`config.mk`:
```
export PLATFORM = sky130hd
export DESIGN_NAME = fca_cell
export DESIGN_NICKNAME = d
export VERILOG_FILES = /design/src/hw/rtl/fca_pkg.sv /design/src/hw/rtl/fca_cell.sv
export SDC_FILE = /design/constraint.sdc
export NUM_CORES = 1
export LEC_CHECK = 0
export ABC_AREA = 1
export BUFFER_PORTS_ARGS = -buffer_cell sky130_fd_sc_hd__buf_4
export CORE_ASPECT_RATIO = 0.5
export CORE_MARGIN = 3
export CORE_UTILIZATION = 49
export DETAILED_ROUTE_END_ITERATION = 8
export GPL_ROUTABILITY_DRIVEN = 0
export PLACE_DENSITY = 0.86
export REMOVE_ABC_BUFFERS = 1
export SLEW_MARGIN = 10
export SYNTH_ARGS = -nofsm -noshare
export SYNTH_HDL_FRONTEND = slang
export SYNTH_SLANG_ARGS = --single-unit
```
`constraint.sdc`:
```
create_clock -name clk_i -period 2.7 [get_ports clk_i]
set_input_delay 0.135 -clock clk_i [delete_from_list [all_inputs] [get_ports clk_i]]
set_output_delay 0.135 -clock clk_i [all_outputs]
set_load 0.02 [all_outputs]
```
`src/hw/rtl/fca_pkg.sv`:
```
`timescale 1ns / 1ps
// ----------------------------------------------------------------------------
// fca_pkg
// Shared types and constants of the fault cluster aggregator.
// ----------------------------------------------------------------------------
package fca_pkg;

  // table geometry
  localparam int NUM_CLUSTERS = 64;
  localparam int MAX_FAULTS   = 64;
  localparam int FAULT_IDX_W  = (MAX_FAULTS > 1) ? $clog2(MAX_FAULTS) : 1;

  // status code that marks a fault as active
  localparam logic [7:0] STATUS_ACTIVE = 8'd1;

  // command codes
  localparam logic CMD_UPDATE = 1'b0;
  localparam logic CMD_READ   = 1'b1;

  // outcome codes
  typedef enum logic [1:0] {
    OUT_NONE    = 2'd0,
    OUT_ADDED   = 2'd1,
    OUT_REMOVED = 2'd2,
    OUT_FULL    = 2'd3
  } fca_outcome_e;

  // input request payload
  typedef struct packed {
    logic        cmd;
    logic [5:0]  cluster_index;
    logic [31:0] fault_key;
    logic [7:0]  fault_status;
    logic [2:0]  bit_position;
  } fca_in_t;

  // result payload
  typedef struct packed {
    logic [5:0] cluster_echo;
    logic [7:0] cluster_value;
    logic [1:0] outcome;
  } fca_out_t;

  // search wave handed from cell to cell
  typedef struct packed {
    logic                   active;
    logic                   found;
    logic [FAULT_IDX_W-1:0] hit_idx;
    logic [2:0]             hit_bit;
    logic                   free_any;
    logic [FAULT_IDX_W-1:0] free_idx;
    logic [7:0]             acc;
  } fca_wave_t;

  // entry write command broadcast to all cells
  typedef struct packed {
    logic                   en;
    logic                   insert;
    logic [FAULT_IDX_W-1:0] idx;
    logic [5:0]             cluster;
    logic [31:0]            key;
    logic [2:0]             bit_pos;
  } fca_wr_t;

endpackage

```
`src/hw/rtl/fca_cell.sv`:
```
`timescale 1ns / 1ps
// ----------------------------------------------------------------------------
// fca_cell
// One table entry; checks it against the passing search wave and forwards
// the updated wave to the next cell through its wave register.
// ----------------------------------------------------------------------------
module fca_cell
  import fca_pkg::*;
(
  input  logic                   clk_i,
  input  logic                   rst_ni,
  input  logic [FAULT_IDX_W-1:0] idx_i,
  input  fca_in_t                req_i,
  input  fca_wave_t              wave_i,
  output fca_wave_t              wave_o,
  input  fca_wr_t                wr_i
);

  logic                   valid_q;
  logic [5:0]             cluster_q;
  logic [31:0]            key_q;
  logic [2:0]             bit_q;
  fca_wave_t              wave_q, wave_d;
  logic                   same_cl;
  logic                   match;

  // compare the entry with the request being swept
  assign same_cl = valid_q && (cluster_q == req_i.cluster_index);
  assign match   = same_cl && (key_q == req_i.fault_key);

  // fold this entry into the wave
  always_comb begin
    wave_d = wave_i;
    if (match && !wave_i.found) begin
      wave_d.found   = 1'b1;
      wave_d.hit_idx = idx_i;
      wave_d.hit_bit = bit_q;
    end else if (same_cl) begin
      wave_d.acc = wave_i.acc | (8'b1 << bit_q);
    end
    if (!valid_q && !wave_i.free_any) begin
      wave_d.free_any = 1'b1;
      wave_d.free_idx = idx_i;
    end
  end

  // wave stage register
  always_ff @(posedge clk_i or negedge rst_ni) begin
    if (!rst_ni) begin
      wave_q <= '0;
    end else begin
      wave_q <= wave_d;
    end
  end

  assign wave_o = wave_q;

  // entry valid flag
  always_ff @(posedge clk_i or negedge rst_ni) begin
    if (!rst_ni) begin
      valid_q <= 1'b0;
    end else if (wr_i.en && (wr_i.idx == idx_i)) begin
      valid_q <= wr_i.insert;
    end
  end

  // entry contents
  always_ff @(posedge clk_i) begin
    if (wr_i.en && wr_i.insert && (wr_i.idx == idx_i)) begin
      cluster_q <= wr_i.cluster;
      key_q     <= wr_i.key;
      bit_q     <= wr_i.bit_pos;
    end
  end

endmodule

```
* Yosys cells after proc, flatten, opt, wreduce, memory -nomap -nowiden *
Index checks and enable logic that the tools add are counted.

word-level totals
  input port bits = 133
  register bits = 68
  word-level logic and storage cells = 30

operators by class
  multiplexer cells = 4
  reductions and logical operators = 10
  bitwise logic cells = 1
  eq/ne operators = 3
  shifts and indexed selects = 1

operators with widths
  cell                                             count
  equality test 32 bit                             1
  2-to-1 mux 8 bit                                 2
  equality test 6 bit                              2
  2-to-1 mux 10 bit                                1
  OR 8 bit                                         1
  left shift 1 x 3 -> 8 bit, first input constant  1
  logical AND 1 bit                                7
  2-to-1 mux 7 bit                                 1
  zero test 1 bit                                  3

* Depth between registers and ports, before layout *
Gate-level depths: netlist (run 1).

  depth in word-level cells = 5
  gate-level depth with buffers = 12

* Least setup slack after synthesis (run 1) *
No wires, ideal clock.

  path kind = input port to flip-flop
  start = in idx_i[5]
  end = reg bit_q[0], enable pin
  arrival = 1.433 ns
  slack = 0.871 ns
  required time = 2.304 ns
  library setup time = 0.396 ns
  stages on the path = 7
  path through = inv_1 -> o22ai_1 -> a21oi_1 -> nand4_1 -> nor2_1 -> nand2_1 -> inv_1

between the ends
  cells in the longest elaborated chain, start to end = 2

RTL lines
  item                  line            source
  from (decl)           fca_cell.sv:12  input logic [FAULT_IDX_W-1:0] idx_i,
  equality test 6 bit   fca_cell.sv:69  if (wr_i.en && wr_i.insert && (wr_i.idx == idx_i)) begin
  logical AND 1 bit     fca_cell.sv:69
  to (signal assigned)  fca_cell.sv:72  bit_q <= wr_i.bit_pos;
  to (decl)             fca_cell.sv:22  logic [2:0] bit_q;

No other way between the ends.
A chain may end at the register's enable or synchronous reset.

==> qor.tcl, run 1 <==
set qor(status) {finished, final reports clean}
set qor(final_core_utilization_pct) 89.5
set qor(pre_cts_ws_ns) 0.926
set qor(ys_async_sr_fraction_pct) 39.7
set qor(synth-edff-count) 41
set qor(cp_slowest_stage_delay_ns) 0.41
set qor(stdcell_count) 647
set qor(fin_setup_tns_ns) 0
set qor(layout-drive-gt1-share_pct) 30.4
set qor(path_cells) {nor2_1, nor2_1, nor2_1, nand2_1, nor2_1, nand2_1, nor2_4, nand3_4, nand2_1, nand2_1}
set qor(synth.ff_latch_count) 68
set qor(maximum_number_of_pins_on_one_net_before_global_route_repair) 42
set qor(cts_tree) {built}
set qor(setup_violations) 0
set qor(mappedNetlistArea_mm2) 0.00312
set qor(syn_inst) 344
set qor(dpl.cell_count) 572
set qor(timing.final.crit_period_ns) 2.01
set qor(worst_slack_ns) 0.690
set qor(critical_path.slowest_cell) {sky130_fd_sc_hd__edfxtp_1}
set qor(cp.required_ns) 2.90
set qor(ant_nets) 0
set qor(hpwl_um) 5730
set qor(remaining_drc_errors) 0
set qor(synth.cells.most_frequent) {sky130_fd_sc_hd__nand2_1 (117), sky130_fd_sc_hd__inv_1 (63), sky130_fd_sc_hd__edfxtp_1 (41)}
set qor(cap_viol_max_count) 0
set qor(vias_in_the_first_global_route) 3498
set qor(type_of_the_most_critical_hold_path) {input pin to flop}
set qor(netlist_top_cells_area) {sky130_fd_sc_hd__edfxtp_1 (39%), sky130_fd_sc_hd__dfrtp_1 (22%), sky130_fd_sc_hd__nand2_1 (14%)}
set qor(finalCritPeriodShare_pct) 74.5
set qor(floorplan.die.height_um) 62.5
set qor(ff2ff_path_depth) 10
set qor(worst-path-max-fanout) 17
set qor(worst_case_headroom_to_the_max_slew_limit_pct) 63.3
set qor(crit_path_end) {wave_o[21]}
set qor(synth_warnings) 0
set qor(timing.rr.end) {wave_o[21]}
set qor(grt_first_pass_wirelength_um) 17400
set qor(floorplan.rows) 19
set qor(critical_path.startpoint) {key_q[13]}
set qor(layout_area_overhead_pct) 66.2
set qor(critical_path_class) {flop to flop}
set qor(ioPinCount) 159
set qor(buffer_ports.inserted) 146
set qor(clock-sinks) 68
set qor(final_max_slew_viol_count) 0
set qor(routed-via-count) 3276
set qor(antenna_found_initial) 0
set qor(hold-path-cell-count) 3
set qor(clkSlewWorstSetupHoldPaths_ns) 0.06
set qor(worstSkewPairLatency_ns) 0.34
set qor(avgViaCountPerCell) 5.06
set qor(yosysUniqueCellTypes) 24
set qor(die_area_mm2) 0.00743
set qor(fmax_mhz) 497
set qor(synthDominantCellAreaShare_pct) 39.4
set qor(cts_root_buffer) {sky130_fd_sc_hd__clkbuf_16}
set qor(final.hold.worst_slack_ns) 0.00796
set qor(cts_max_level) 3
set qor(r2r_slack_ns) 0.69
set qor(global_route_usage_over_all_layers_pct) 30.8
set qor(drt_iter0_drc) 314
set qor(detail_route.wl_per_cell_um) 17.1
set qor(standard_cell_core_area_mm2) 0.00580
set qor(wl_um) 11100
set qor(worst_setup_path_start_kind) {flop}
set qor(critical_path.reg2reg.startpoint) {key_q[13]}
set qor(hold_viol) 0
set qor(worst_slew_pin_slew_ns) 0.551
set qor(postCtsResizedCells) 0
set qor(total_leakage_power_uw) 0.00258
set qor(worstSetupEndpointType) {flop}
set qor(grt_overflow_total) 0
set qor(yosysSeqAreaShare_pct) 61.1
set qor(drt_pre_antenna_iters) 5
set qor(vdd_ir_drop_max_mv) 0.483
set qor(synthMostInstantiatedCell) {sky130_fd_sc_hd__nand2_1}
set qor(antenna_cells_inserted) 0
set qor(cts-buffers-inserted) 9
set qor(postSynth.topFlopCell) {sky130_fd_sc_hd__edfxtp_1}
set qor(power_density_mw_per_mm2) 529
set qor(syn_avg_cell_area_um2) 9.08
set qor(num-fill-cells) 261
set qor(initial_core_util_pct) 53.8
set qor(netlist.top_cell.by_area) {sky130_fd_sc_hd__edfxtp_1}
set qor(finish.net_count) 691
set qor(die_width_um) 119
set qor(clock_skews_ns) 0.00449
set qor(arrival_ns) 2.21
set qor(rsz0062_at_grt) {false}
set qor(maximum_root_to_sink_buffer_count) 2
==> how the worst min path moves through the flow <==
stage	endpoint	startpoint	slack (ns)
6_report	wave_o[6]	wave_i[6]	0.008
5_1_grt	wave_o[6]	wave_i[6]	0.02
4_1_cts	wave_o[6]	wave_i[6]	0.001
3_5_place_dp	wave_o[7]	rst_ni	0.07
3_3_place_gp	wave_o[0]	rst_ni	0.07
2_1_floorplan	valid_q	rst_ni	-0.16
==> power breakdown <==
| group | leakage (µW) | total, µW | internal (µW) | switching, µW |
|---|---|---|---|---|
| clock network | 0.000146 | 1140 | 706 | 429 |
| logic | 0.00176 | 443 | 248 | 195 |
| registers | 0.000681 | 1170 | 1150 | 19.4 |
==> through the flow <==
step / area, µm² / power (µW)
floorplan: 3090 / 1310
global placement: 4320 / 1510
detailed placement: 4320 / 1530
CTS: 5190 / 2710
global route: 5190 / 2830
finish: 5190 / 2740
==> flip-flops by register name, summed over array words and instances (netlist names) <==
name,flops
bit_q,3
wave_o,26
cluster_q,6
key_q,32
valid_q,1
==> layout by cell type (no fill, tap or decap) <==
| master | n |
|---|---|
| sky130_fd_sc_hd__a21oi_1 | 6 |
| sky130_fd_sc_hd__mux2_2 | 1 |
| sky130_fd_sc_hd__nor2_4 | 1 |
| sky130_fd_sc_hd__nand3_4 | 1 |
| sky130_fd_sc_hd__bufinv_16 | 1 |
| sky130_fd_sc_hd__o21ai_1 | 2 |
| sky130_fd_sc_hd__nand3_1 | 6 |
| sky130_fd_sc_hd__nand2_1 | 117 |
| sky130_fd_sc_hd__nor2_1 | 39 |
| sky130_fd_sc_hd__inv_1 | 63 |
| sky130_fd_sc_hd__nor2_2 | 1 |
| sky130_fd_sc_hd__nand2b_1 | 1 |
| sky130_fd_sc_hd__xor2_1 | 1 |
| sky130_fd_sc_hd__o22ai_1 | 3 |
| sky130_fd_sc_hd__clkbuf_16 | 9 |
| sky130_fd_sc_hd__edfxtp_1 | 41 |
| sky130_fd_sc_hd__nand4_1 | 12 |
| sky130_fd_sc_hd__o21ai_0 | 2 |
| sky130_fd_sc_hd__dfrtp_1 | 27 |
| sky130_fd_sc_hd__clkinv_2 | 5 |
| sky130_fd_sc_hd__or2_2 | 2 |
| sky130_fd_sc_hd__clkbuf_1 | 1 |
| sky130_fd_sc_hd__nor3_2 | 1 |
| sky130_fd_sc_hd__buf_4 | 149 |
| sky130_fd_sc_hd__dlygate4sd3_1 | 59 |
| sky130_fd_sc_hd__xnor2_1 | 12 |
==> routing by layer <==
layer  GRT usage [%]  vias up  part of all wire [%]
li1                -     1493                     -
met1            30.3     1510                    34
met2            58.2      208                    53
met3            9.49       65                   7.0
met4            16.6        0                   5.6
met5               0        -                     0
==> worst max-delay path: cells and delay by family, from the launching register on <==
family / cells / cell delay [ns]
simple gates: 10 / 1.47
flops: 1 / 0.41
==> cells by family after synthesis <==
| group | Yosys count | synth area share [%] |
|---|---|---|
| mux | 1 | 0.361 |
| xor+xnor | 13 | 3.65 |
| compound gates | 13 | 2.20 |
| buf+inv | 68 | 8.57 |
| simple gates | 181 | 24.2 |
| flops | 68 | 61.1 |
==> timing repair <==
item,4_1_cts,5_1_grt
setup buffers,0,0
endpoints found under the hold margin,85,0
hold buffers,59,0
==> cell type report <==
class / count / area (µm²) / area share (%)
clock buffer: 10 / 229 / 4.41
inverter: 63 / 236 / 4.56
tap: 84 / 105 / 2.03
clock inverter: 6 / 55.1 / 1.06
multi-input combinational: 208 / 948 / 18.3
sequential: 68 / 1910 / 36.7
timing repair buffer: 208 / 1710 / 32.9
Power figures use the tool's default switching activity.
==> inputs of run 2 (changes only) <==
--- a/config.mk
+++ b/config.mk
@@ -9,10 +9,10 @@
 export BUFFER_PORTS_ARGS = -buffer_cell sky130_fd_sc_hd__buf_4
 export CORE_ASPECT_RATIO = 0.5
 export CORE_MARGIN = 3
-export CORE_UTILIZATION = 49
+export CORE_UTILIZATION = 41
 export DETAILED_ROUTE_END_ITERATION = 8
 export GPL_ROUTABILITY_DRIVEN = 0
-export PLACE_DENSITY = 0.86
+export PLACE_DENSITY = 0.77
 export REMOVE_ABC_BUFFERS = 1
 export SLEW_MARGIN = 10
 export SYNTH_ARGS = -nofsm -noshare
==> constraint.sdc (replaced) <==
create_clock -name clk_i -period 1.6 [get_ports clk_i]
set_input_delay 0.08 -clock clk_i [delete_from_list [all_inputs] [get_ports clk_i]]
set_output_delay 0.08 -clock clk_i [all_outputs]
set_load 0.02 [all_outputs]
==> qor.tcl, run 2 (synthesis results as in run 1) <==
set qor(die_area_mm2) 0.00876 ;# +18%
set qor(top_register) {key_q}
set qor(vdd_ir_drop_max_mv) 0.738 ;# +53%
set qor(fmax_mhz) 534 ;# +7.3%
set qor(whs_endpoint) {wave_o[8]}
set qor(worst_setup_path_start_kind) {flop}
set qor(fin_setup_tns_ns) -3.53 ;# -3.53 ns
set qor(routed-via-count) 3329 ;# +1.6%
set qor(die_width_um) 129 ;# +8.9%
set qor(remaining_drc_errors) 0 ;# unchanged
set qor(power_density_mw_per_mm2) 852 ;# +61%
set qor(status) {finished with violations}
set qor(maximum_number_of_pins_on_one_net_before_global_route_repair) 42 ;# unchanged
set qor(cts_tree) {built}
set qor(cp.required_ns) 1.81 ;# -1.09 ns
set qor(leading_cell_types_in_the_layout_fill_and_taps_excluded) {sky130_fd_sc_hd__buf_4 (150), sky130_fd_sc_hd__nand2_1 (108), sky130_fd_sc_hd__dlygate4sd3_1 (69)}
set qor(layout-drive-gt1-share_pct) 34.1 ;# +3.7 points
set qor(antenna_found_initial) 0 ;# unchanged
set qor(worstSkewPairLatency_ns) 0.34 ;# about the same
set qor(critical_path.reg2reg.startpoint) {key_q[30]}
set qor(worst_slew_pin_slew_ns) 0.385 ;# -0.166 ns
set qor(stdcell_count) 680 ;# +5.1%
set qor(violations) {setup timing}
set qor(cap_viol_max_count) 0 ;# unchanged
set qor(type_of_the_most_critical_hold_path) {input pin to flop}
set qor(postPlaceCellArea_mm2) 0.00435 ;# +0.87%
set qor(floorplan.die.height_um) 67.7 ;# +8.4%
set qor(hpwl_um) 6030 ;# +5.2%
set qor(floorplan.rows) 21 ;# +2
set qor(worst_slack_ns) -0.274 ;# -0.963 ns
set qor(ff2ff_path_depth) 11 ;# +1
set qor(ioPinCount) 159 ;# unchanged
set qor(clock-sinks) 68 ;# unchanged
set qor(avgViaCountPerCell) 4.90 ;# -3.3%
set qor(drt_pre_antenna_iters) 5 ;# unchanged
set qor(ant_nets) 0 ;# unchanged
set qor(critical_path_class) {flop to flop}
set qor(dpl.cell_count) 582 ;# +1.7%
set qor(post-route-cell-area_mm2) 0.00562 ;# +8.3%
set qor(cts_max_level) 3 ;# unchanged
set qor(clkSlewWorstSetupHoldPaths_ns) 0.06 ;# about the same
set qor(timing.final.crit_period_ns) 1.87 ;# -0.137 ns
set qor(arrival_ns) 2.08 ;# -0.13 ns
set qor(vias_in_the_first_global_route) 3139 ;# -10%
set qor(power_uw) 4790 ;# +75%
set qor(global_route_usage_over_all_layers_pct) 22.7 ;# -8.1 points
set qor(total_leakage_power_uw) 0.00274 ;# +5.9%
set qor(finalCritPeriodShare_pct) 117 ;# +43 points
set qor(hold_viol) 0 ;# unchanged
set qor(largest_register_ff_count) 32 ;# unchanged
set qor(wl_um) 11600 ;# +4.6%
set qor(finish.net_count) 715 ;# +3.5%
set qor(initial_core_util_pct) 44.5 ;# -9.3 points
set qor(buffer_ports.inserted) 146 ;# unchanged
set qor(detail_route.wl_per_cell_um) 17.0 ;# -0.47%
set qor(final_max_slew_viol_count) 0 ;# unchanged
set qor(hp-start) {idx_i[0]}
set qor(maximum_root_to_sink_buffer_count) 2 ;# unchanged
set qor(grt_first_pass_wirelength_um) 14800 ;# -15%
set qor(cts-buffers-inserted) 9 ;# unchanged
set qor(hold-path-cell-count) 2 ;# -1
set qor(cts_root_buffer) {sky130_fd_sc_hd__clkbuf_16}
set qor(worstSetupEndpointType) {flop}
set qor(mostFrequentLayoutCell) {sky130_fd_sc_hd__buf_4}
set qor(r2r_slack_ns) -0.27 ;# -0.96 ns
set qor(worst_case_headroom_to_the_max_slew_limit_pct) 74.0 ;# +11 points
set qor(drt_iter0_drc) 242 ;# -23%
set qor(grt_overflow_total) 0 ;# unchanged
set qor(setup_violations) 56 ;# +56
set qor(timing.rr.end) {wave_o[20]}
set qor(rsz0062_at_grt) {true}
set qor(worst-path-max-fanout) 5 ;# -12
set qor(clock_skews_ns) 0.00770 ;# +0.00321 ns
set qor(layout_area_overhead_pct) 80.0
set qor(standard_cell_core_area_mm2) 0.00702 ;# +21%
## run 2: worst max-delay path, stage by stage (launching register included)
cell and delay [ns]:
sky130_fd_sc_hd__edfxtp_1 0.42, sky130_fd_sc_hd__nand2_1 0.09, sky130_fd_sc_hd__nand2_1 0.06, sky130_fd_sc_hd__nor2_1 0.16, sky130_fd_sc_hd__nand2_1 0.10, sky130_fd_sc_hd__nor2_2 0.15
sky130_fd_sc_hd__nand2_2 0.10, sky130_fd_sc_hd__nor2_4 0.14, sky130_fd_sc_hd__buf_12 0.14, sky130_fd_sc_hd__nand3_4 0.12, sky130_fd_sc_hd__nand2_1 0.15, sky130_fd_sc_hd__nand2_1 0.10
## run 2: metrics by stage
step                setup slack (ns)  hold WS (ns)  util [%]
finish                        -0.274        0.0226      80.1
global route                  -0.288        0.0137      80.1
CTS                          0.00424       0.00162      76.5
detailed placement            0.0550        0.0161      62.0
global placement               0.105       0.00959      62.0
floorplan                     -0.174        -0.216         -
## run 2: worst max-delay path by stage
stage / from / endpoint / cells past startpoint
6_report: key_q[30] / wave_o[20] / 11
5_1_grt: key_q[30] / wave_o[20] / 11
4_1_cts: idx_i[2] / key_q[23] / 10
3_5_place_dp: key_q[18] / wave_o[4] / 8
3_3_place_gp: key_q[23] / wave_o[0] / 10
2_1_floorplan: idx_i[5] / bit_q[0] / 7
## run 2: final cells by class
| type | instances | area, µm² |
|---|---|---|
| repair buffers | 230 | 2020 |
| flip-flops and latches | 68 | 1910 |
| fillers | 392 | 1390 |
| multi-input cells | 210 | 1020 |
| clock buffers | 14 | 305 |
| inverters | 63 | 244 |
| well taps | 92 | 115 |
| clock inverters | 2 | 11.3 |
| diodes | 1 | 2.50 |
## run 2: power breakdown
group          leakage, µW  switching (µW)  total [µW]  internal [µW]
Clock             0.000160             732        2040           1310
Sequential        0.000681            31.5        1960           1930
Combinational      0.00190             335         780            445
## run 2: per-layer routing
metal | GRT usage, % | vias up | wire [µm]
met5 | 0 | - | 0
met4 | 7.64 | 0 | 523
met3 | 6.40 | 51 | 994
met2 | 45.5 | 199 | 6150
met1 | 23.1 | 1530 | 3910
li1 | - | 1549 | -
## run 2: what timing repair did
action	4_1_cts	5_1_grt
buffers inserted	0	3
endpoints found under the hold margin	94	0
resized for setup	0	26
hold buffers	70	0
setup endpoints to repair	0	59
==> inputs of run 3 (changes only) <==
--- a/config.mk
+++ b/config.mk
@@ -9,10 +9,10 @@
 export BUFFER_PORTS_ARGS = -buffer_cell sky130_fd_sc_hd__buf_4
 export CORE_ASPECT_RATIO = 0.5
 export CORE_MARGIN = 3
-export CORE_UTILIZATION = 41
+export CORE_UTILIZATION = 49
 export DETAILED_ROUTE_END_ITERATION = 8
 export GPL_ROUTABILITY_DRIVEN = 0
-export PLACE_DENSITY = 0.77
+export PLACE_DENSITY = 0.86
 export REMOVE_ABC_BUFFERS = 1
 export SLEW_MARGIN = 10
 export SYNTH_ARGS = -nofsm -noshare
==> constraint.sdc (replaced) <==
create_clock -name clk_i -period 2.3 [get_ports clk_i]
set_input_delay 0.115 -clock clk_i [delete_from_list [all_inputs] [get_ports clk_i]]
set_output_delay 0.115 -clock clk_i [all_outputs]
set_load 0.02 [all_outputs]
==> qor.tcl, run 3 (synthesis results as in run 1) <==
set qor(vias_in_the_first_global_route) 3484 ;# +11%
set qor(cts_max_level) 3 ;# unchanged
set qor(clkSlewWorstSetupHoldPaths_ns) 0.06 ;# about the same
set qor(seqCellArea_mm2) 0.00191 ;# unchanged
set qor(cts_root_buffer) {sky130_fd_sc_hd__clkbuf_16}
set qor(mostFrequentLayoutCell) {sky130_fd_sc_hd__buf_4}
set qor(fmax_mhz) 507 ;# -5.0%
set qor(num-fill-cells) 260 ;# -34%
set qor(final_max_slew_viol_count) 0 ;# unchanged
set qor(worst_case_headroom_to_the_max_slew_limit_pct) 70.3 ;# -3.8 points
set qor(initial_core_util_pct) 53.8 ;# +9.3 points
set qor(leading_cell_types_in_the_layout_fill_and_taps_excluded) {sky130_fd_sc_hd__buf_4 (148), sky130_fd_sc_hd__nand2_1 (117), sky130_fd_sc_hd__inv_1 (63)}
set qor(power_density_mw_per_mm2) 609 ;# -28%
set qor(wl_um) 11000 ;# -5.3%
set qor(worst_setup_path_start_kind) {flop}
set qor(setup_violations) 0 ;# -100%
set qor(floorplan.rows) 19 ;# -9.5%
set qor(buffer_ports.inserted) 146 ;# unchanged
set qor(clock_skews_ns) 0.00608 ;# -0.00162 ns
set qor(maximum_root_to_sink_buffer_count) 2 ;# unchanged
set qor(arrival_ns) 2.17 ;# +0.09 ns
set qor(postPlaceCellArea_mm2) 0.00433 ;# -0.57%
set qor(drt_pre_antenna_iters) 5 ;# unchanged
set qor(detail_route.wl_per_cell_um) 17.0 ;# -0.43%
set qor(whs_endpoint) {wave_o[23]}
set qor(routed-via-count) 3272 ;# -1.7%
set qor(floorplan.die.height_um) 62.5 ;# -7.8%
set qor(ff2ff_path_depth) 11 ;# unchanged
set qor(layout_area_overhead_pct) 66.5
set qor(path_cells) {inv_1, nand2_1, nand2_1, nor2_1, nand2_1, nor2_1, nand2_1, nor2_4, nand3_4, nand2_1, nand2_1}
set qor(r2r_slack_ns) 0.33 ;# +0.60 ns
set qor(cts-buffers-inserted) 9 ;# unchanged
set qor(timing.rr.end) {wave_o[20]}
set qor(hold_viol) 0 ;# unchanged
set qor(worstSetupEndpointType) {flop}
set qor(worst-path-max-fanout) 17 ;# +12
set qor(clock-sinks) 68 ;# unchanged
set qor(layout-drive-gt1-share_pct) 30.0 ;# -4.1 points
set qor(critical-path-top-cell-by-count) {sky130_fd_sc_hd__nand2_1}
set qor(power_uw) 3170 ;# -34%
set qor(critical_path.slowest_cell) {sky130_fd_sc_hd__edfxtp_1}
set qor(critical_path.reg2reg.startpoint) {key_q[15]}
set qor(hold-path-cell-count) 3 ;# +1
set qor(standard_cell_core_area_mm2) 0.00580 ;# -17%
set qor(finalCritPeriodShare_pct) 85.8 ;# -31 points
set qor(global_route_usage_over_all_layers_pct) 30.3 ;# +7.6 points
set qor(hpwl_um) 5900 ;# -2.3%
set qor(grt_overflow_total) 0 ;# unchanged
set qor(worst_slew_pin_slew_ns) 0.446 ;# +0.0604 ns
set qor(multi_input_area_um2) 948 ;# -6.9%
set qor(grt_first_pass_wirelength_um) 17300 ;# +17%
set qor(total_leakage_power_uw) 0.00258 ;# -5.7%
set qor(worstSkewPairLatency_ns) 0.32 ;# -0.02 ns
set qor(status) {finished, final reports clean}
set qor(final_core_utilization_pct) 89.7 ;# +9.5 points
set qor(cap_viol_max_count) 0 ;# unchanged
set qor(finish.net_count) 691 ;# -3.4%
set qor(avgViaCountPerCell) 5.06 ;# +3.3%
set qor(antenna_cells_inserted) 0 ;# -1
set qor(cts_tree) {built}
set qor(drt_iter0_drc) 245 ;# +1.2%
set qor(rsz0062_at_grt) {false}
set qor(die_width_um) 119 ;# -8.1%
set qor(maximum_number_of_pins_on_one_net_before_global_route_repair) 42 ;# unchanged
set qor(fin_setup_tns_ns) 0 ;# +3.53 ns
set qor(hp-start) {wave_i[23]}
set qor(ant_nets) 0 ;# unchanged
set qor(vdd_ir_drop_max_mv) 0.540 ;# -27%
set qor(type_of_the_most_critical_hold_path) {input pin to flop}
set qor(die_area_mm2) 0.00743 ;# -15%
set qor(remaining_drc_errors) 0 ;# unchanged
set qor(ioPinCount) 159 ;# unchanged
set qor(antenna_found_initial) 0 ;# unchanged
set qor(top_register) {key_q}
set qor(cp_slowest_stage_delay_ns) 0.35 ;# -0.07 ns
set qor(postCtsResizedCells) 0 ;# unchanged
set qor(cp.required_ns) 2.50 ;# +0.69 ns
set qor(largest_register_ff_count) 32 ;# unchanged
set qor(critical_path_class) {flop to flop}
set qor(post-route-cell-area_mm2) 0.00520 ;# -7.5%
set qor(timing.final.crit_period_ns) 1.97 ;# +0.0994 ns
-- run 3: cell types whose count changed in the layout (fill, tap and decap cells not counted), sizes merged --
cell / change
nand3: -2
diode: -1
clkbuf: -3
buf: -8
dlygate4sd3: -10
dlymetal6s4s: -1
-- run 3: per-stage QoR --
| step | setup slack [ns] | std cells | hold slack, ns |
|---|---|---|---|
| floorplan | 0.491 | 339 | -0.181 |
| global placement | 0.644 | 572 | 0.0454 |
| detailed placement | 0.558 | 572 | 0.0468 |
| CTS | 0.513 | 647 | 0.00384 |
| global route | 0.234 | 647 | 0.0216 |
| finish | 0.327 | 647 | 0.0127 |
-- run 3: final cells by class --
cell class                      instances  share of cell area, %
Sequential cell                        68                   36.7
Timing Repair Buffer                  208                   33.1
Multi-Input combinational cell        208                   18.2
Clock buffer                           14                   5.27
Inverter                               63                   4.55
Tap cell                               84                   2.02
Clock inverter                          2                  0.168
-- run 3: worst max-delay path, delay by kind of cell (launching register included) --
| kind | cells | cell delay [ns] |
|---|---|---|
| and+or+nand+nor | 10 | 1.41 |
| buffers and inverters | 1 | 0.07 |
| DFF | 1 | 0.35 |
-- run 3: report_power, final --
part | leakage (µW) | internal, µW | switching, µW
Combinational | 0.00176 | 291 | 223
Clock | 0.000140 | 813 | 474
Sequential | 0.000681 | 1350 | 21.9
-- run 3: layer usage --
layer / GRT usage [%] / wire, µm / up-vias / share of wire, %
met1: 29.9 / 3730 / 1509 / 34
met5: 0 / 0 / - / 0
met2: 56.5 / 5850 / 210 / 53
li1: - / - / 1492 / -
met4: 17.6 / 609 / 0 / 5.6
met3: 9.31 / 780 / 61 / 7.1
-- run 3: worst max path at each step --
stage                 endpoint      start  slack, ns  depth (start not counted)
floorplan             bit_q[0]   idx_i[5]       0.49                          7
global placement     wave_o[4]  key_q[23]       0.64                         10
detailed placement  wave_o[23]  key_q[15]       0.56                         10
CTS                 wave_o[19]  key_q[13]       0.51                         10
global route        wave_o[15]  key_q[13]       0.23                         10
finish              wave_o[20]  key_q[15]       0.33                         11
-- run 3: repair_timing --
action / in CTS / in global routing
hold endpoints to repair: 85 / 0
hold buffers: 59 / 0
setup buffers: 0 / 0
